--- config.mk ---
export PLATFORM = sky130hd
export DESIGN_NAME = bli_entry
export DESIGN_NICKNAME = d
export VERILOG_FILES = /design/src/sv/bisection_linear_interpolator_core_defines.svh /design/src/sv/bli_pkg.sv /design/src/sv/bli_entry.sv
export SDC_FILE = /design/constraint.sdc
export NUM_CORES = 1
export LEC_CHECK = 0
export BUFFER_PORTS_ARGS = -buffer_cell sky130_fd_sc_hd__buf_2
export CAP_MARGIN = 20
export CORE_ASPECT_RATIO = 0.5
export CORE_UTILIZATION = 45
export DETAILED_ROUTE_END_ITERATION = 10
export PLACE_DENSITY = 0.74
export SYNTH_ARGS = -nofsm -noshare
export SYNTH_HDL_FRONTEND = slang
export SYNTH_SLANG_ARGS = --single-unit
--- constraint.sdc ---
create_clock -name clk_i -period 1.7 [get_ports clk_i]
set_input_delay 0.255 -clock clk_i [delete_from_list [all_inputs] [get_ports clk_i]]
set_output_delay 0.255 -clock clk_i [all_outputs]
set_load 0.02 [all_outputs]
--- src/sv/bisection_linear_interpolator_core_defines.svh ---
// Assertion macros used by the bisection interpolator core.
`ifndef BISECTION_LINEAR_INTERPOLATOR_CORE_DEFINES_SVH
`define BISECTION_LINEAR_INTERPOLATOR_CORE_DEFINES_SVH

// Same-cycle implication, checked outside reset.
`define BLI_ASSERT_IMP(lbl, clk, rstn, ante, cons, msg) \
  lbl: assert property (@(posedge clk) disable iff (!rstn) (ante) |-> (cons)) \
    else $error(msg);

// Next-cycle implication, checked outside reset.
`define BLI_ASSERT_NXT(lbl, clk, rstn, ante, cons, msg) \
  lbl: assert property (@(posedge clk) disable iff (!rstn) (ante) |=> (cons)) \
    else $error(msg);

`endif

--- src/sv/bli_pkg.sv ---
// Shared types and constants of the bisection interpolator.
package bli_pkg;

  localparam int unsigned FIELD_W = 16;

  typedef logic signed [FIELD_W-1:0] field_t;

  // Control that travels down the pipeline alongside each item.
  typedef struct packed {
    logic valid;
    logic ascending;
  } ctl_t;

endpackage

--- src/sv/bli_entry.sv ---
// Entry stage: loads the operands, classifies the segment and applies the clamp.
module bli_entry #(
  parameter int unsigned W = 16
) (
  input  logic            clk_i,
  input  logic            rst_ni,
  input  logic            en_i,
  input  logic            valid_i,
  input  bli_pkg::field_t query_x_i,
  input  bli_pkg::field_t start_x_i,
  input  bli_pkg::field_t end_x_i,
  input  bli_pkg::field_t start_y_i,
  input  bli_pkg::field_t end_y_i,
  output bli_pkg::ctl_t   ctl_o,
  output logic signed [W-1:0] x_o,
  output logic signed [W-1:0] xs_o,
  output logic signed [W-1:0] xe_o,
  output logic signed [W-1:0] ys_o,
  output logic signed [W-1:0] ye_o
);
  import bli_pkg::*;

  logic signed [W-1:0] x, xs, xe, ys, ye;
  logic                asc, pick_end, pick_start;
  ctl_t                ctl_d, ctl_q;
  logic signed [W-1:0] x_d, x_q, xs_d, xs_q, xe_d, xe_q, ys_d, ys_q, ye_d, ye_q;

  always_comb begin
    x  = $signed(query_x_i[W-1:0]);
    xs = $signed(start_x_i[W-1:0]);
    xe = $signed(end_x_i[W-1:0]);
    ys = $signed(start_y_i[W-1:0]);
    ye = $signed(end_y_i[W-1:0]);
    asc = xe > xs;
    pick_end   = asc ? (x > xe) : (x < xe);
    pick_start = asc ? (x < xs) : (x > xs);

    ctl_d.valid     = valid_i;
    ctl_d.ascending = asc;
    x_d  = x;
    xs_d = xs;
    xe_d = xe;
    ys_d = ys;
    ye_d = ye;
    // A clamped query collapses the segment onto x, so no halving step moves it
    // and the final pick returns the start y, which then holds the clamp value.
    if (pick_end || pick_start) begin
      xs_d = x;
      xe_d = x;
      ys_d = pick_end ? ye : ys;
      ye_d = pick_end ? ye : ys;
    end
  end

  always_ff @(posedge clk_i or negedge rst_ni) begin
    if (!rst_ni) begin
      ctl_q <= '0;
    end else if (en_i) begin
      ctl_q <= ctl_d;
    end
  end

  always_ff @(posedge clk_i) begin
    if (en_i) begin
      x_q  <= x_d;
      xs_q <= xs_d;
      xe_q <= xe_d;
      ys_q <= ys_d;
      ye_q <= ye_d;
    end
  end

  assign ctl_o = ctl_q;
  assign x_o   = x_q;
  assign xs_o  = xs_q;
  assign xe_o  = xe_q;
  assign ys_o  = ys_q;
  assign ye_o  = ye_q;

endmodule

Yosys cells after proc, flatten, opt, wreduce, memory -nomap -nowiden --
Index checks and enable logic that the tools add are counted.
Operators by class: $lt $le $gt $ge 5, mux-type cells 7, reduce and logical (&&, ||, !) cells 1
Operators with widths (number):
- 16-bit two-way mux | 5
- 16-bit greater-than comparator | 3
- 16-bit less-than comparator | 2
- 1-bit two-way mux | 2
- 1-bit logical OR | 1
Word-level totals: flip-flop bits (word level) 82, input bits 84, output and inout port bits 82, word-level logic and storage cells 20

Logic depth before layout (Yosys ltp) --
depth after elaboration 4, mapped depth 11, mapped depth without buffers 10

Least setup slack after synthesis --
OpenSTA, ideal clock, no wires.
kind input-to-reg, start point input port start_x_i[15], end point register xs_q[10] (netlist: xs_o[10]), data pin, setup time 260 ps, data arrival time 2756 ps, required time 1440 ps, path slack -1316 ps, stages on the path 11, buffers on the path 1, cell sequence inv_1 -> ha_1 -> nand4_1 -> nor2_1 -> o2bb2ai_1 -> or4_1 -> mux2i_1 -> mux2i_2 -> nor3b_4 -> buf_6 -> mux2_2
Between the ends: longest elaborated chain between the ends 4, elaborated cells between the ends (all ways) 7, those cells by class 3 x order compare; 3 x mux; 1 x reduce/logical
Ends and longest elaborated chain:
- from (decl) | line bli_entry.sv:10 | input bli_pkg::field_t start_x_i,
- 16-bit greater-than comparator, or another cell as far along | line bli_entry.sv:34 | asc = xe > xs;
- 1-bit two-way mux (on tied branches) | line bli_entry.sv:35, bli_entry.sv:36
- 1-bit logical OR * | line bli_entry.sv:47 | if (pick_end || pick_start) begin
- 16-bit two-way mux * | line bli_entry.sv:47
- named net xs_d[10] | line bli_entry.sv:26 | logic signed [W-1:0] x_d, x_q, xs_d, xs_q, xe_d, xe_q, ys_d, ys_q, ye_d, ye_q;
- to (signal assigned) | line bli_entry.sv:66 | xs_q <= xs_d;
- to (decl) | line bli_entry.sv:26
The timed path passes the listed nets; every way through them passes the cells marked *. A chain may end at the register's enable or synchronous reset.

Worst setup path after layout --
start point input port start_x_i[11], end point register xs_q[5] (netlist: xs_o[5]), data pin
Same word-level chain as after synthesis.

==> results.md <==
- P&R area growth vs syn: 58.0%
- Final hold violation count: 0
- Simple-gate area share of the yosys netlist: 0.0655
- Reg clk slew, reported paths: 0.06 ns
- Vias in the first global route: 3526
- Layout cell share with drive strength beyond 1: 0.650
- IO Port Bufs: 165
- Min-delay worst type: in -> reg
- DRC viols: 0
- Global-route wire length before repair: 17.3 mm
- Clock Latency Late Sink: 0.33 ns
- Core ar.: 9600 um^2
- Synth top area cells: edfxtp_1 53%, mux2_2 15%, ha_1 13%, inv_1 3.0%, a21oi_1 1.9%
- Number of vias per cell: 5.06
- DIE WIDTH: 144 um
- Hold WS: 0.133 ns
- CTS HTree Levels: 3
- Max Clk Rate: 354 MHz
- Failing checks: setup timing
- Slew Limit Headroom: 0.726
- Mux cell area share after synthesis: 0.169
- Initial antenna violation count: 0
- Final Skew: 0 ns
- Initial Utilization: 0.472
- Outcome: finished, violations left
- #FFs+latches synth: 82
- Ys flop type: edfxtp_1
- Ys async rst share: 0.0244
- Crit Path Category: in -> reg
- Post-Place Setup Slack: -1.57 ns
- CTS buffer count: 9
- Clock sinks: 82
- CTS tree: built
- Post-synth EDFFs: 80
- VDD IR max: 0.511 mV
- Startpoint types: primary input
- Average wire per standard cell: 16.6 um
- GP Congestion: 0.795
- Post-Syn Instances: 323
- Total grt overflow: 0
- CP Data Arrival Time: 2.91 ns
- Max Fanout on Critical Path: 8
- Final Max Tran Viols: 0
- Tmin final: 2.83 ns
- RSZ-0062 raised after global routing: yes
- HPWL after DPL: 7.92 mm
- Largest family of logic cells by synthesized area: multiplexers
- Distinct cells, synth: 41
- Complex-gate fraction of the synthesized area: 0.0500
- Final nets: 696
- Vias: 3562
- Post-synth top area share: 0.530
- Setup slack after layout: -1.13 ns
- Worst-margin pin slew: 0.411 ns
- Yosys top cell by area: edfxtp_1
- Syn nets: 455
- Power Density: 973 nW/um^2
- LEAKAGE: 3.24 nW
- Ant. Diodes: 0
- Ys Warns: 0
- Synth Area in Adders: 0.133
- Global Route Usage Sum: 0.218
- Period utilisation layout: 1.66
- Syn Area/Cell: 14.0 um^2
- Routed Wire Length: 11.7 mm
- Die ar.: 10500 um^2
- Setup violators final: 65
- Iteration-0 DRC Markers: 157
- Post-Route Setup TNS: -67.81 ns
- Die H: 72.9 um
- Rows: 25
- Sequential area share after synthesis: 0.541
- Root buf cell: clkbuf_16
- Xor/xnor share of the synthesized area: 0
- Largest net degree at the start of global routing: 30
- ANT nets after route: 0
- 1st-pass router iterations: 4
- Crit. End Element: register
- Fin util: 0.745
- Max clock buf depth: 2
- MaxCap Viol Count: 0
- Worst EP required: 1.78 ns
- Synthesized area: 4530 um^2
- Ports: 166
-- synth_stat cells, types with 3 or more instances --
library cell / count
inv_1: 36
mux2_1: 4
a21oi_1: 17
ha_1: 48
buf_6: 4
nand4_1: 12
nor2_1: 5
edfxtp_1: 80
o21ai_0: 4
nand2_1: 11
mux2_2: 61
o21bai_1: 3
-- flip-flops by register name (all words and copies together) (netlist names) --
register  count
xe_o         16
ye_o         16
xs_o         16
ctl_o         2
x_o          16
ys_o         16
-- worst max-delay path: stages --
cell	delay, ns
buf_8	0.10
inv_6	0.05
ha_4	0.20
a21oi_2	0.14
o21a_1	0.18
o2bb2ai_2	0.08
or4_1	0.49
mux2i_1	0.21
mux2i_2	0.27
nor3b_4	0.28
buf_6	0.15
buf_12	0.14
mux2_2	0.34
-- logic make-up (layout without fill, tap and decap cells) --
logic type / Yosys count / in the layout
buf+inv: 41 / 287
fa+ha+maj: 48 / 48
simple gates: 47 / 47
mux: 68 / 68
flops: 82 / 82
compound gates: 37 / 37
-- timing repair --
action | CTS | global route
resized for setup | 66 | 54
pin swaps | 11 | 25
buffers inserted | 15 | 3
gates cloned | 3 | 1
setup endpoints to repair | 65 | 65
hold buffers | 1 | 0
hold endpoints to repair | 2 | 0
-- per-layer routing --
metal  up-vias  global-route usage  part of all wire
met5         -                   0                 0
li1       1721                   -                 -
met4         0              0.0461            0.0049
met2       101               0.386              0.49
met3         9              0.0486             0.049
met1      1731               0.276              0.45
-- area by class of cell --
type,count,area (um^2)
multi-input combinational,200,2450
sequential,82,2450
fill,638,2450
timing repair buffer,235,1590
clock buffer,10,239
inverter,36,180
tap,135,169
clock inverter,6,72.6
-- path summary, 6_finish.rpt --
kind,start,end,slack [ns],cells after the start
max reg2reg,ctl_o[0]$_DFFE_PN0P_,ctl_o[0]$_DFFE_PN0P_,0.94,1
max,start_x_i[11],xs_o[5]$_DFFE_PP_,-1.13,13
min reg2reg,ctl_o[1]$_DFFE_PN0P_,ctl_o[1]$_DFFE_PN0P_,0.51,1
max in group asynchronous,rst_ni,ctl_o[0]$_DFFE_PN0P_,1.37,2
min,query_x_i[0],x_o[0]$_DFFE_PP_,0.13,1
min in group asynchronous,rst_ni,ctl_o[1]$_DFFE_PN0P_,0.23,2
-- power breakdown --
group / total (mW) / internal (mW) / switching (mW)
Sequential: 2.61 / 2.54 / 0.0620
Clock: 2.00 / 1.19 / 0.805
Combinational: 2.36 / 1.21 / 1.15
-- placed cells by master, fill, tap and decap left out, types with 10 or more instances in the layout --
cell type / instances
ha_1: 27
ha_4: 20
buf_2: 154
inv_1: 23
nand4_1: 12
clkbuf_16: 10
buf_6: 18
nand2_1: 11
buf_4: 49
a21oi_1: 11
mux2_4: 62
edfxtp_1: 80
-- stage by stage --
| step | total power [mW] | area (um^2) | instances |
|---|---|---|---|
| after CTS | 6.99 | 6970 | 705 |
| after global routing | 7.26 | 7150 | 704 |
| after detailed placement | 4.51 | 6190 | 673 |
| after global placement | 4.48 | 6190 | 673 |
| final | 6.96 | 7150 | 704 |
| after floorplan | 3.81 | 4780 | 323 |
Power figures use the tool's default switching activity.
