[src/sv/bisection_linear_interpolator_core_defines.svh]
// Assertion macros used by the bisection interpolator core.
`ifndef BISECTION_LINEAR_INTERPOLATOR_CORE_DEFINES_SVH
`define BISECTION_LINEAR_INTERPOLATOR_CORE_DEFINES_SVH

// Same-cycle implication, checked outside reset.
`define BLI_ASSERT_IMP(lbl, clk, rstn, ante, cons, msg) \
  lbl: assert property (@(posedge clk) disable iff (!rstn) (ante) |-> (cons)) \
    else $error(msg);

// Next-cycle implication, checked outside reset.
`define BLI_ASSERT_NXT(lbl, clk, rstn, ante, cons, msg) \
  lbl: assert property (@(posedge clk) disable iff (!rstn) (ante) |=> (cons)) \
    else $error(msg);

`endif

[src/sv/bli_pkg.sv]
// Shared types and constants of the bisection interpolator.
package bli_pkg;

  localparam int unsigned FIELD_W = 16;

  typedef logic signed [FIELD_W-1:0] field_t;

  // Control that travels down the pipeline alongside each item.
  typedef struct packed {
    logic valid;
    logic ascending;
  } ctl_t;

endpackage

[src/sv/bli_halve_stage.sv]
// One registered halving step of the bisection.
module bli_halve_stage #(
  parameter int unsigned W = 16
) (
  input  logic                clk_i,
  input  logic                rst_ni,
  input  logic                en_i,
  input  bli_pkg::ctl_t       ctl_i,
  input  logic signed [W-1:0] x_i,
  input  logic signed [W-1:0] xs_i,
  input  logic signed [W-1:0] xe_i,
  input  logic signed [W-1:0] ys_i,
  input  logic signed [W-1:0] ye_i,
  output bli_pkg::ctl_t       ctl_o,
  output logic signed [W-1:0] x_o,
  output logic signed [W-1:0] xs_o,
  output logic signed [W-1:0] xe_o,
  output logic signed [W-1:0] ys_o,
  output logic signed [W-1:0] ye_o
);
  import bli_pkg::*;

  localparam int unsigned W1 = W + 1;
  localparam logic signed [W:0] SpanOne    = W1'(1);
  localparam logic signed [W:0] SpanMinOne = -SpanOne;

  logic signed [W:0]   span, dx, dyd, dy, off;
  logic                wide, move_start;
  ctl_t                ctl_q;
  logic signed [W-1:0] x_q, xs_d, xs_q, xe_d, xe_q, ys_d, ys_q, ye_d, ye_q;

  always_comb begin
    // Differences are one bit wider than the operands so they never wrap.
    span = W1'(xe_i) - W1'(xs_i);
    dyd  = W1'(ye_i) - W1'(ys_i);
    off  = W1'(x_i) - W1'(xs_i);
    dx   = span >>> 1;
    dy   = dyd >>> 1;
    wide = ctl_i.ascending ? (span > SpanOne) : (span < SpanMinOne);
    move_start = ctl_i.ascending ? (off > dx) : (off <= dx);

    xs_d = xs_i;
    xe_d = xe_i;
    ys_d = ys_i;
    ye_d = ye_i;
    // The new ends always lie between the old ones, so W bits suffice.
    if (wide) begin
      if (move_start) begin
        xs_d = xs_i + W'(dx);
        ys_d = ys_i + W'(dy);
      end else begin
        xe_d = xe_i - W'(dx);
        ye_d = ye_i - W'(dy);
      end
    end
  end

  always_ff @(posedge clk_i or negedge rst_ni) begin
    if (!rst_ni) begin
      ctl_q <= '0;
    end else if (en_i) begin
      ctl_q <= ctl_i;
    end
  end

  always_ff @(posedge clk_i) begin
    if (en_i) begin
      x_q  <= x_i;
      xs_q <= xs_d;
      xe_q <= xe_d;
      ys_q <= ys_d;
      ye_q <= ye_d;
    end
  end

  assign ctl_o = ctl_q;
  assign x_o   = x_q;
  assign xs_o  = xs_q;
  assign xe_o  = xe_q;
  assign ys_o  = ys_q;
  assign ye_o  = ye_q;

endmodule

[config.mk]
export PLATFORM = sky130hd
export DESIGN_NAME = bli_halve_stage
export DESIGN_NICKNAME = d
export VERILOG_FILES = /design/src/sv/bisection_linear_interpolator_core_defines.svh /design/src/sv/bli_pkg.sv /design/src/sv/bli_halve_stage.sv
export SDC_FILE = /design/constraint.sdc
export NUM_CORES = 1
export LEC_CHECK = 0
export CAP_MARGIN = 10
export CELL_PAD_IN_SITES_DETAIL_PLACEMENT = 0
export CELL_PAD_IN_SITES_GLOBAL_PLACEMENT = 1
export CORE_MARGIN = 5
export CORE_UTILIZATION = 33
export CTS_CLUSTER_SIZE = 20
export DETAILED_ROUTE_END_ITERATION = 12
export DONT_BUFFER_PORTS = 1
export GPL_ROUTABILITY_DRIVEN = 0
export PLACE_DENSITY = 0.63
export SETUP_SLACK_MARGIN = 0.1
export SLEW_MARGIN = 20
export SYNTH_ARGS = -nofsm -noshare
export SYNTH_HDL_FRONTEND = slang
export SYNTH_SLANG_ARGS = --single-unit
[constraint.sdc]
create_clock -name clk_i -period 1 [get_ports clk_i]
set_clock_uncertainty 0.15 [all_clocks]
set_input_delay 0.1 -clock clk_i [delete_from_list [all_inputs] [get_ports clk_i]]
set_output_delay 0.1 -clock clk_i [all_outputs]
set_load 0.02 [all_outputs]
; Word level (Yosys, flattened, before mapping)
; Index checks and enable logic that the tools add are counted.
[totals]
reg_bits = 82
inputBits = 85
output_inout_bits = 82
[op_classes]
addsub = 7
n_lt_le_gt_ge = 4
muxes = 10
[op_table]
columns = cell, count
row1 = 16-bit two-way mux, 8
row2 = 16-bit by 16-bit subtractor with 17-bit output, 3
row3 = 16-bit adder, 2
row4 = 16-bit subtractor, 2
row5 = 17-bit by 16-bit > comparator with 1-bit output, 1
row6 = 17-bit by 2-bit > comparator with 1-bit output (second input constant), 1
row7 = 17-bit by 16-bit <= comparator with 1-bit output, 1
row8 = 17-bit by 1-bit < comparator with 1-bit output (second input constant), 1
row9 = 1-bit two-way mux, 2

; Logic depth before layout (Yosys ltp)
; Gate-level depths: netlist (run 1).
[depth]
ltp_word = 5
mapped_depth = 23
ltp_nobuf = 22

; Worst setup path before layout (run 1)
; OpenSTA, ideal clock, no wires.
[synth_timing]
kind = input to register
from = input port xe_i[0]
to = register xs_q[0], in the netlist xs_o[0], data pin
setup_time_ns = 0.262
t_arrival_ns = 4.191
setup_slack_ns = -3.603
stages = 21
n_path_buf = 1
path_cell_list = inv_1 ha_1 fa_1 nand2b_1 a21oi_1 o21bai_1 nor2b_1 xnor2_1 inv_1 ha_1 and4_1 and3_1 a21oi_1 o211ai_1 a311o_1 a32o_1 a31o_2 nand3_2 mux2i_4 buf_6 mux2_1
[synth_between]
elab_chain_cells = 5
word_cells_on_any_way = 10
classes_between = 2 x add/sub / 4 x order compare / 4 x mux
[synth_lines]
columns = item, line_no
row1 = "start, declared", bli_halve_stage.sv:11  ; input logic signed [W-1:0] xe_i,
row2 = 16-bit by 16-bit subtractor with 17-bit output (*), bli_halve_stage.sv:34  ; span = W1'(xe_i) - W1'(xs_i);
row3 = 17-bit by 16-bit <= comparator with 1-bit output / 17-bit by 16-bit > comparator with 1-bit output (equally long branches), bli_halve_stage.sv:40  ; move_start = ctl_i.ascending ? (off > dx) : (off <= dx);
row4 = 1-bit two-way mux, bli_halve_stage.sv:40
row5 = 16-bit two-way mux, bli_halve_stage.sv:48  ; if (move_start) begin
row6 = 16-bit two-way mux (*), bli_halve_stage.sv:47  ; if (wide) begin
row7 = net xs_d[0], bli_halve_stage.sv:30  ; logic signed [W-1:0] x_q, xs_d, xs_q, xe_d, xe_q, ys_d, ys_q, ye_d, ye_q;
row8 = "end signal, assigned", bli_halve_stage.sv:69  ; xs_q <= xs_d;
row9 = "end, declared", bli_halve_stage.sv:30
; Mark *: on every way through the listed nets, which the timed path passes. The rest lies on a longest branch.
; A chain may end at the register's enable or synchronous reset.

; Worst setup path after layout (run 1)
[layout_timing]
from = input port xe_i[0]
to = register ys_q[1], in the netlist ys_o[1], data pin
[layout_between]
elab_chain_cells = 5
word_cells_on_any_way = 9
classes_between = 1 x add/sub / 4 x order compare / 4 x mux
[layout_lines]
columns = item, line_no
row1 = 16-bit by 16-bit subtractor with 17-bit output (*), bli_halve_stage.sv:34
row2 = 17-bit by 16-bit <= comparator with 1-bit output / 17-bit by 16-bit > comparator with 1-bit output (equally long branches), bli_halve_stage.sv:40
row3 = 1-bit two-way mux, bli_halve_stage.sv:40
row4 = 16-bit two-way mux, bli_halve_stage.sv:48
row5 = 16-bit two-way mux (*), bli_halve_stage.sv:47
row6 = net ys_d[1], bli_halve_stage.sv:30
row7 = "end signal, assigned", bli_halve_stage.sv:71  ; ys_q <= ys_d;
row8 = "end, declared", bli_halve_stage.sv:30
; Marked as above.

==> results of run 1 <==
-- cells by family (layout without fill, tap and decap cells) --
kind of cell	count (synthesis)	count (layout)
xor+xnor	90	90
flops	82	82
fa+ha+maj	127	127
compound gates	277	277
buf+inv	109	473
simple gates	243	243
mux	18	18
-- synth_stat cells, types with 5 or more instances --
cell type / count / area share [%]
a21oi_2: 22 / 2.2
a31o_2: 5 / 0.51
ha_1: 120 / 17
a21o_1: 28 / 2.4
nand4_1: 7 / 0.51
o21bai_1: 14 / 1.2
buf_2: 6 / 0.35
xor2_1: 37 / 3.8
nor2_1: 86 / 3.8
nand3_1: 14 / 0.81
a21oi_1: 85 / 4.9
xnor2_1: 53 / 5.4
nor3_1: 25 / 1.5
mux2_2: 10 / 1.3
a2111oi_0: 5 / 0.51
a21boi_0: 5 / 0.44
fa_1: 7 / 1.6
o211ai_1: 7 / 0.61
o21a_1: 14 / 1.2
nor2b_1: 18 / 1.3
o21ai_0: 41 / 2.4
inv_1: 94 / 4.1
edfxtp_1: 80 / 28
nand2b_1: 13 / 0.95
nand2_1: 42 / 1.8
and3_1: 7 / 0.51
nor4_1: 5 / 0.36
a31oi_1: 11 / 0.80
or3_1: 9 / 0.65
-- report_power, final --
part | switching, W | internal, W | leakage [nW]
clock | 0.00163 | 0.00195 | 0.143
combinational | 0.00582 | 0.00674 | 4.93
sequential | 0.00104 | 0.00467 | 0.805
total | 0.00849 | 0.0134 | 5.88
-- cell usage in the layout (no fill, tap or decap), types with 7 or more instances in the layout --
cell type        n
inv_1           84
nor3_1          24
o21ai_1          8
o21a_1          14
nand3_1         12
a21oi_1         59
a31oi_1         11
dlygate4sd3_1   58
a21o_1          28
ha_4            14
o211ai_1         7
mux2_2           7
xnor2_1         47
buf_6           10
xor2_1          36
a21oi_2         44
nand4_1          7
o21bai_1        13
nand2b_1        10
edfxtp_1        80
or3_1            7
buf_12           7
nor2b_1         16
buf_4          282
nand2_1         40
nor2_1          78
clkbuf_16       10
ha_1           104
o21ai_0         30
-- worst paths after layout --
check | from | endpoint | slack, ns | depth (start not counted)
max | xe_i[0] | ys_o[1]$_DFFE_PP_ | -3.09 | 22
min reg2reg | ctl_o[0]$_DFFE_PN0P_ | ctl_o[0]$_DFFE_PN0P_ | 0.39 | 1
max in group asynchronous | rst_ni | ctl_o[1]$_DFFE_PN0P_ | 0.20 | 2
min in group asynchronous | rst_ni | ctl_o[0]$_DFFE_PN0P_ | 0.37 | 2
max reg2reg | ctl_o[1]$_DFFE_PN0P_ | ctl_o[1]$_DFFE_PN0P_ | -0.06 | 2
min | en_i | ye_o[8]$_DFFE_PP_ | -0.30 | 0
-- timing repair --
action | CTS | global route
buffers inserted | 20 | 10
hold endpoints to repair | 158 | 102
cloned | 4 | 1
hold buffers | 56 | 2
endpoints found under the setup margin | 148 | 148
pin swaps | 35 | 31
gates resized for setup | 71 | 59
-- layer usage --
metal / vias up / global-route usage, % / part of all wire (%)
met4: 0 / 5.374 / 1.8
met5: - / 0 / 0
met2: 157 / 29.73 / 46
met1: 3736 / 22.98 / 47
met3: 24 / 3.562 / 5.2
li1: 4178 / - / -
-- layout make-up --
| type | instances | area (um^2) | share of cell area [%] |
|---|---|---|---|
| Clock buffer | 10 | 229.0 | 1.768 |
| Sequential cell | 82 | 2455 | 18.96 |
| Clock inverter | 6 | 63.81 | 0.4928 |
| Timing Repair Buffer | 363 | 3100 | 23.94 |
| Multi-Input combinational cell | 755 | 6294 | 48.60 |
| Inverter | 94 | 387.9 | 2.995 |
| Tap cell | 335 | 419.2 | 3.237 |
-- per-stage QoR --
step	utilization, %	area [um^2]	total power, W
finish	50.12	12950	0.02185
global placement	43.17	11150	0.01658
global route	50.12	12950	0.02341
CTS	48.72	12590	0.02146
floorplan	-	8731	0.01244
detailed placement	43.17	11150	0.01668
-- flip-flops by register name, summed over array words and instances (netlist names) --
name and flops:
ctl_o 2, xs_o 16, ys_o 16, xe_o 16
x_o 16, ye_o 16
-- critical path: stages --
cell and delay (ns):
inv_12 0.02, ha_4 0.14, fa_2 0.35, nand2b_4 0.17
a21oi_4 0.17, buf_6 0.12, mux2i_1 0.15, or2_1 0.15
inv_2 0.06, ha_4 0.15, a21o_1 0.16, a21o_1 0.17
a221oi_2 0.22, o211ai_1 0.15, a311o_1 0.35, a32o_2 0.23
a31o_4 0.23, nand3_4 0.10, mux2i_4 0.27, buf_12 0.15
buf_12 0.14, mux2_4 0.29
==> results.py, run 1 <==
metrics = {
    "worst_setup_path": {
        "crit_fanout": 7,
        "cp.arrival_ns": 4.04,
        "setup.worst_path.end_class": "flip-flop",
        "critPathKind": "in -> reg",
        "cp.required_ns": 0.95,
        "start_kind": "primary input",
    },
    "run": {
        "drv_cap": 0,
    },
    "status": {
        "violations": "hold timing, setup timing",
        "status": "finished with violations",
    },
    "detailed_routing": {
        "dr_total_vias": 8095,
        "drt_iter0_markers": 306,
        "routedWlPerCell_um": 16.31,
        "viasPerCell": 4.921,
        "postRouteAntennaNets": 0,
        "first_pass_iters": 5,
        "routed_wl_mm": 26.83,
        "drcViolationCount": 0,
    },
    "cells_and_area": {
        "fillers": 2491,
        "n_antenna_cell": 0,
        "final_cells": 1645,
        "syn2layout_area_growth_pct": 50.60,
        "nets": 1517,
        "drive_gt1_share_pct": 35.57,
    },
    "clock_network": {
        "numCtsBuffers": 9,
        "cts_tree": "yes",
        "insertion_delay_ns": 0.35,
        "clock-sinks": 82,
        "clockBufferDepth": 2,
        "cts_htree_levels": 3,
        "clk_pin_slew_ns": 0.08,
        "cts-root-buf": "clkbuf_16",
    },
    "synthesis": {
        "yosys.area_share.xor_xnor_pct": 9.168,
        "synthesis.instances": 946,
        "syn_nets": 1158,
        "synth.distinct_cells": 71,
        "yosysSeqAreaShare_pct": 28.52,
        "synth.area.mux_share_pct": 2.430,
        "ys_warn_count": 0,
        "synthAdderAreaFrac_pct": 19.09,
        "synthFlopType": "edfxtp_1",
        "ys_ff_latch": 82,
        "synth_compound_area_share_pct": 21.87,
        "synth_top_family_by_area": "compound AO/OA/AOI/OAI gates",
        "avgSynthCellArea_um2": 9.089,
        "async_flop_share_pct": 2.439,
        "synth_edf_count": 80,
        "synth_area_um2": 8598,
        "synth_simple_gate_area_share_pct": 13.64,
    },
    "global_route": {
        "grt_first_pass_wirelength_mm": 40.89,
        "overflow": 0,
        "grt_use_total_pct": 17.68,
        "grt_pass1_vias": 8025,
        "grt_max_degree": 83,
        "antenna_found_initial": 0,
    },
    "die": {
        "dieHeight_um": 171.4,
        "rows": 59,
        "initial_utilization_pct": 33.28,
        "die_x_um": 171.4,
        "pin_count": 167,
        "core_area_um2": 25840,
        "die_area_um2": 29380,
    },
    "timing": {
        "timing.hold.ws_ns": -0.2956,
        "worst_slew_pin_slew_ns": 0.6475,
        "final-hold-violation-count": 102,
        "rsz0062_at_grt": "yes",
        "timing.fmax_mhz": 244.4,
        "slew-limit-headroom_pct": 55.72,
        "min_period_ns": 4.091,
        "finalSetupViolCount": 147,
        "fin_ws_ns": -3.091,
        "drv_slew": 0,
        "min_period_over_period_pct": 409.1,
        "fin_tns_setup_ns": -199.80,
    },
    "placement": {
        "dp_hpwl_mm": 20.31,
        "place_inst": 1538,
        "io_buffers": 0,
        "dp_worst_setup_slack_ns": -3.577,
    },
    "pwr": {
        "peakVddDrop_uv": 847.3,
        "p_per_area_nw_per_um2": 1687,
        "p_leak_nw": 5.882,
    },
    "worst_hold_path": {
        "min_path_type": "in -> reg",
    },
}
Note: power is estimated with default switching activity, not from simulation.
==> run 2, diff against run 1 <==
--- a/config.mk
+++ b/config.mk
@@ -5,6 +5,7 @@
 export SDC_FILE = /design/constraint.sdc
 export NUM_CORES = 1
 export LEC_CHECK = 0
+export ABC_AREA = 1
 export CAP_MARGIN = 10
 export CELL_PAD_IN_SITES_DETAIL_PLACEMENT = 0
 export CELL_PAD_IN_SITES_GLOBAL_PLACEMENT = 1
@@ -14,7 +15,7 @@
 export DETAILED_ROUTE_END_ITERATION = 12
 export DONT_BUFFER_PORTS = 1
 export GPL_ROUTABILITY_DRIVEN = 0
-export PLACE_DENSITY = 0.63
+export PLACE_DENSITY = 0.65
 export SETUP_SLACK_MARGIN = 0.1
 export SLEW_MARGIN = 20
 export SYNTH_ARGS = -nofsm -noshare
==> results.py, run 2 <==
metrics = {
    "status": {
        "status": "finished with violations",
        "violations": "hold timing, setup timing",
    },
    "pwr": {
        "p_clk_share_pct": 15.1,
        "power_switching_w": 0.009782,
        "p_leak_nw": 7.148,
        "peakVddDrop_uv": 823.8,
        "p_per_area_nw_per_um2": 1635,
        "p_total_w": 0.02350,
        "p_sw_share_pct": 41.62,
        "pwr-share-comb_pct": 61.0,
        "internal-power_w": 0.01372,
        "power.share.sequential_pct": 23.9,
    },
    "global_route": {
        "met3_usage_pct": 3.169,
        "grt_use_total_pct": 20.38,
        "met1_usage_pct": 28.59,
        "busiest_layer": "met2",
        "grt_max_degree": 84,
        "overflow": 0,
        "grtUsageMet2_pct": 33.05,
        "grt_pass1_vias": 9283,
        "grt_first_pass_wirelength_mm": 49.74,
        "antenna_found_initial": 0,
    },
    "synthesis": {
        "syn_nets": 1415,
        "synthesis.instances": 1203,
        "yosys.area_share.xor_xnor_pct": 9.220,
        "synth_top_area_share_pct": 26.27,
        "ys_ff_latch": 82,
        "synthFlopType": "edfxtp_1",
        "async_flop_share_pct": 2.439,
        "synth_simple_gate_area_share_pct": 22.22,
        "synth_area_um2": 9146,
        "synth.distinct_cells": 45,
        "synth.area.top_cells": "edfxtp_1, ha_1, nand2_1",
        "synth_edf_count": 80,
        "yosysSeqAreaShare_pct": 26.81,
        "synth_top_family_by_area": "simple AND/OR/NAND/NOR gates",
        "yosysTopAreaCell": "edfxtp_1",
        "synth_compound_area_share_pct": 14.47,
        "synthAdderAreaFrac_pct": 17.95,
        "ys_warn_count": 0,
        "yosys-top-cells-count": "nand2_1, inv_1, ha_1",
        "synth.most_common_cell": "nand2_1",
        "synth.area.mux_share_pct": 0.1231,
        "avgSynthCellArea_um2": 7.603,
    },
    "worst_setup_path": {
        "critical-path-top-delay-family": "simple AND/OR/NAND/NOR gates",
        "crit_fanout": 5,
        "cp_common_cell": "nand2_2",
        "r2r_cells": 1,
        "slowest_delay_ns": 0.50,
        "start_kind": "primary input",
        "setup.worst_path.end_class": "flip-flop",
        "crit_buf_inv": 5,
        "cp.arrival_ns": 3.53,
        "cp.required_ns": 0.97,
        "critPathKind": "in -> reg",
        "regToRegSetupSlack_ns": 0.07,
        "path_depth": 24,
        "path_cells": "inv_1 -> ha_2 -> fa_2 -> nand3b_1 -> nand2_2 -> nand2_1 -> nand2_2 -> buf_4 -> nand2_1 -> nand3_1 -> nand2_2 -> ha_1 -> nand4_1 -> or4_1 -> o21bai_1 -> inv_1 -> nand2_4 -> nand3_4 -> nand2_4 -> nand2_8 -> buf_12 -> clkbuf_16 -> nand2_2 -> o21ai_2",
        "slowest_stage": "or4_1",
    },
    "cells_and_area": {
        "n_antenna_cell": 0,
        "nets": 1868,
        "layout_common_cells": "buf_4, nand2_1, inv_1",
        "drive_gt1_share_pct": 34.74,
        "final_cells": 2039,
        "final_util_pct": 52.18,
        "syn2layout_area_growth_pct": 57.20,
        "final_common_cell": "buf_4",
    },
    "clock_network": {
        "numCtsBuffers": 9,
        "clock-sinks": 82,
        "clockBufferDepth": 2,
        "insertion_delay_ns": 0.35,
        "cts_htree_levels": 3,
        "cts_tree": "yes",
        "clk_pin_slew_ns": 0.07,
        "cts-root-buf": "clkbuf_16",
    },
    "timing": {
        "slew-limit-headroom_pct": 61.16,
        "rsz0062_at_grt": "yes",
        "worst_slew_pin_slew_ns": 0.5765,
        "timing.fmax_mhz": 280.9,
        "fin_ws_ns": -2.561,
        "timing.hold.ws_ns": -0.2880,
        "final-hold-violation-count": 82,
        "drv_slew": 0,
        "finalSetupViolCount": 146,
        "min_period_ns": 3.561,
        "min_period_over_period_pct": 356.1,
    },
    "detailed_routing": {
        "dr_total_vias": 9364,
        "routedWlPerCell_um": 15.84,
        "postRouteAntennaNets": 0,
        "routed_wl_mm": 32.29,
        "drcViolationCount": 0,
        "first_pass_iters": 7,
        "viasPerCell": 4.592,
        "drt_iter0_markers": 380,
    },
    "worst_hold_path": {
        "min_path_type": "in -> reg",
        "whs_path_depth": 0,
    },
    "placement": {
        "dp_worst_setup_slack_ns": -2.944,
        "io_buffers": 0,
        "dp_hpwl_mm": 24.89,
        "place_inst": 1906,
    },
    "die": {
        "dieHeight_um": 176.5,
        "pin_count": 167,
        "die_x_um": 176.5,
        "rows": 61,
        "core_area_um2": 27550,
        "die_area_um2": 31150,
        "initial_utilization_pct": 33.20,
    },
    "run": {
        "drv_cap": 0,
    },
}
## run 2: cell types whose count changed in the layout (fill, tap and decap cells not counted), sizes merged, moves of 21 or more
cell	delta
nand2	+293
inv	+94
buf	+65
nor2	-50
o21ai	+50
nand3	+44
a21o	-25
dlygate4sd3	+25
xor2	+21
## run 2: final timing paths
| kind | from | endpoint |
|---|---|---|
| setup / recovery | xe_i[0] | xe_o[4]$_DFFE_PP_ |
| hold / removal | en_i | x_o[2]$_DFFE_PP_ |
| setup reg to reg | ctl_o[1]$_DFFE_PN0P_ | ctl_o[1]$_DFFE_PN0P_ |
| hold reg to reg | ctl_o[1]$_DFFE_PN0P_ | ctl_o[1]$_DFFE_PN0P_ |
| max in group asynchronous | rst_ni | ctl_o[1]$_DFFE_PN0P_ |
| min in group asynchronous | rst_ni | ctl_o[1]$_DFFE_PN0P_ |
## run 2: layout make-up
cell class / instances / area, um^2
clock buffers: 10 / 239.0
clock inverters: 6 / 51.30
fillers: 2669 / 13180
inverters: 192 / 742.0
multi-input cells: 916 / 6544
flip-flops and latches: 82 / 2454
well taps: 378 / 473.0
repair buffers: 455 / 3875
## run 2: metrics by stage
stage | cell area, um^2 | hold slack (ns) | setup TNS, ns
5_1_grt | 14380 | -0.3075 | -181.46
3_5_place_dp | 12410 | -0.3455 | -183.17
3_3_place_gp | 12410 | -0.3455 | -181.76
2_1_floorplan | 9443 | -0.3456 | -165.19
6_report | 14380 | -0.2880 | -167.22
4_1_cts | 14120 | -0.3115 | -163.55
## run 2: per-layer routing
layer / up-vias / part of all wire [%]
met5: - / 0
met4: 0 / 1.4
met3: 22 / 4.8
met2: 198 / 45
met1: 4201 / 48
li1: 4943 / -
## run 2: cells by family after synthesis
family,Yosys count
AOI/OAI and AO/OA,223
xor gates and xnor gates,93
DFF,82
adders and majority gates,127
muxes,1
and+or+nand+nor,472
buffers and inverters,205
## run 2: repair_timing
action	4_1_cts	5_1_grt
endpoints found under the hold margin	164	83
hold buffers	82	1
resized for setup	80	35
pin swaps	33	29
endpoints found under the setup margin	147	148
cloned	3	3
setup buffers	28	3
## run 2: power by group through the flow
stage	clock network (W)	logic (W)	registers, W
2_1_floorplan	0	0.00716	0.00556
3_3_place_gp	0	0.0124	0.00572
3_5_place_dp	0	0.0126	0.00570
4_1_cts	0.00364	0.0139	0.00564
5_1_grt	0.00381	0.0158	0.00568
6_report	0.00355	0.0143	0.00562
==> run 3, diff against run 2 <==
--- a/config.mk
+++ b/config.mk
@@ -16,7 +16,6 @@
 export DONT_BUFFER_PORTS = 1
 export GPL_ROUTABILITY_DRIVEN = 0
 export PLACE_DENSITY = 0.65
-export SETUP_SLACK_MARGIN = 0.1
 export SLEW_MARGIN = 20
 export SYNTH_ARGS = -nofsm -noshare
 export SYNTH_HDL_FRONTEND = slang
==> results.py, run 3 (same netlist as run 2, synthesis figures left out) <==
metrics = {
    "worst_hold_path": {
        "min_path_type": "in -> reg",
        "min_from": "en_i",
        "hold_path_end": "x_o[1]$_DFFE_PP_",
        "whs_path_depth": 0,
    },
    "global_route": {
        "grt_first_pass_wirelength_mm": 49.47,
        "grt_max_degree": 84,
        "antenna_found_initial": 0,
        "grt_pass1_vias": 9259,
        "overflow": 0,
        "grt_use_total_pct": 20.18,
    },
    "pwr": {
        "p_per_area_nw_per_um2": 1623,
        "peakVddDrop_uv": 903.0,
        "p_leak_nw": 7.199,
    },
    "clock_network": {
        "clockBufferDepth": 2,
        "clk_pin_slew_ns": 0.07,
        "numCtsBuffers": 9,
        "cts_tree": "yes",
        "cts_htree_levels": 3,
        "clock-sinks": 82,
        "insertion_delay_ns": 0.35,
        "ctsHoldBuffers": 83,
        "cts-root-buf": "clkbuf_16",
    },
    "die": {
        "rows": 61,
        "core_area_um2": 27550,
        "dieHeight_um": 176.5,
        "pin_count": 167,
        "die_x_um": 176.5,
        "die_area_um2": 31150,
        "initial_utilization_pct": 33.20,
    },
    "detailed_routing": {
        "viasPerCell": 4.629,
        "routed_wl_mm": 32.49,
        "postRouteAntennaNets": 0,
        "drcViolationCount": 0,
        "drt_iter0_markers": 488,
        "routedWlPerCell_um": 15.93,
        "first_pass_iters": 5,
        "dr_total_vias": 9444,
    },
    "run": {
        "drv_cap": 0,
    },
    "worst_setup_path": {
        "r2r_start": "ctl_o[0]$_DFFE_PN0P_",
        "regToRegSetupSlack_ns": 0.07,
        "cp.arrival_ns": 3.45,
        "r2r_cells": 3,
        "cp.required_ns": 0.96,
        "setup.worst_path.end_class": "flip-flop",
        "critPathKind": "in -> reg",
        "start_kind": "primary input",
        "crit_fanout": 7,
        "slowest_delay_ns": 0.49,
        "crit_buf_inv": 6,
        "cp_common_cell": "nand2_4",
        "slowest_stage": "or4_1",
        "critical-path-top-delay-family": "simple AND/OR/NAND/NOR gates",
        "reg2reg_to": "ctl_o[0]$_DFFE_PN0P_",
    },
    "timing": {
        "worst_slew_pin_slew_ns": 0.3719,
        "timing.fmax_mhz": 286.7,
        "min_period_ns": 3.488,
        "rsz0062_at_grt": "yes",
        "timing.hold.ws_ns": -0.2894,
        "min_period_over_period_pct": 348.8,
        "slew-limit-headroom_pct": 74.98,
        "drv_slew": 0,
        "fin_tns_setup_ns": -163.28,
        "finalSetupViolCount": 146,
        "fin_ws_ns": -2.488,
        "final-hold-violation-count": 82,
    },
    "cells_and_area": {
        "drive_gt1_share_pct": 36.94,
        "n_antenna_cell": 0,
        "syn2layout_area_growth_pct": 59.82,
        "layout_common_cells": "buf_4, nand2_1, inv_1",
        "final_util_pct": 53.05,
        "final_common_cell": "buf_4",
        "nets": 1869,
        "design_area_um2": 14620,
        "final_cells": 2040,
    },
    "status": {
        "status": "finished with violations",
        "violations": "hold timing, setup timing",
    },
    "placement": {
        "dp_hpwl_mm": 24.67,
        "io_buffers": 0,
        "dpl-instance-area_um2": 12400,
        "place_inst": 1908,
    },
}
## run 3: per-layer routing
metal	vias to the layer above	wire length [um]	global-route usage, %
met1	4290	15800	28.69
met2	191	14480	31.81
met4	0	490	4.965
li1	4933	-	-
met5	-	0	0
met3	30	1716	3.683
## run 3: area by class of cell
type	count	area [um^2]
flip-flops and latches	82	2452
repair buffers	455	3905
multi-input cells	917	6779
well taps	378	473.0
clock buffers	11	232.7
clock inverters	5	40.04
fillers	2649	12930
inverters	192	735.7
## run 3: worst max-delay path by stage
stage,from,endpoint,cells after the start
floorplan,xs_i[2],xe_o[7]$_DFFE_PP_,26
global placement,xs_i[2],ye_o[0]$_DFFE_PP_,25
detailed placement,xs_i[2],ye_o[0]$_DFFE_PP_,25
CTS,xs_i[2],xe_o[6]$_DFFE_PP_,26
global route,xs_i[2],ys_o[3]$_DFFE_PP_,24
finish,xs_i[5],xe_o[6]$_DFFE_PP_,25
## run 3: what timing repair did
action	in CTS	in global routing
setup endpoints to repair	146	146
buffers inserted	11	11
hold endpoints to repair	164	82
gates cloned	5	6
pin swaps	21	40
resized for setup	93	87
## run 3: power breakdown
group          switching (W)  internal, W
clock network        0.00163      0.00170
logic                0.00730      0.00749
registers           0.000985      0.00462
total                0.00991       0.0138
## run 3: stage by stage
stage | hold WS [ns] | setup slack (ns) | power (W)
global placement | -0.3455 | -2.927 | 0.01803
CTS | -0.3065 | -2.493 | 0.02289
finish | -0.2894 | -2.488 | 0.02372
global route | -0.3137 | -2.656 | 0.02554
floorplan | -0.3456 | -2.625 | 0.01271
detailed placement | -0.3455 | -3.001 | 0.01816
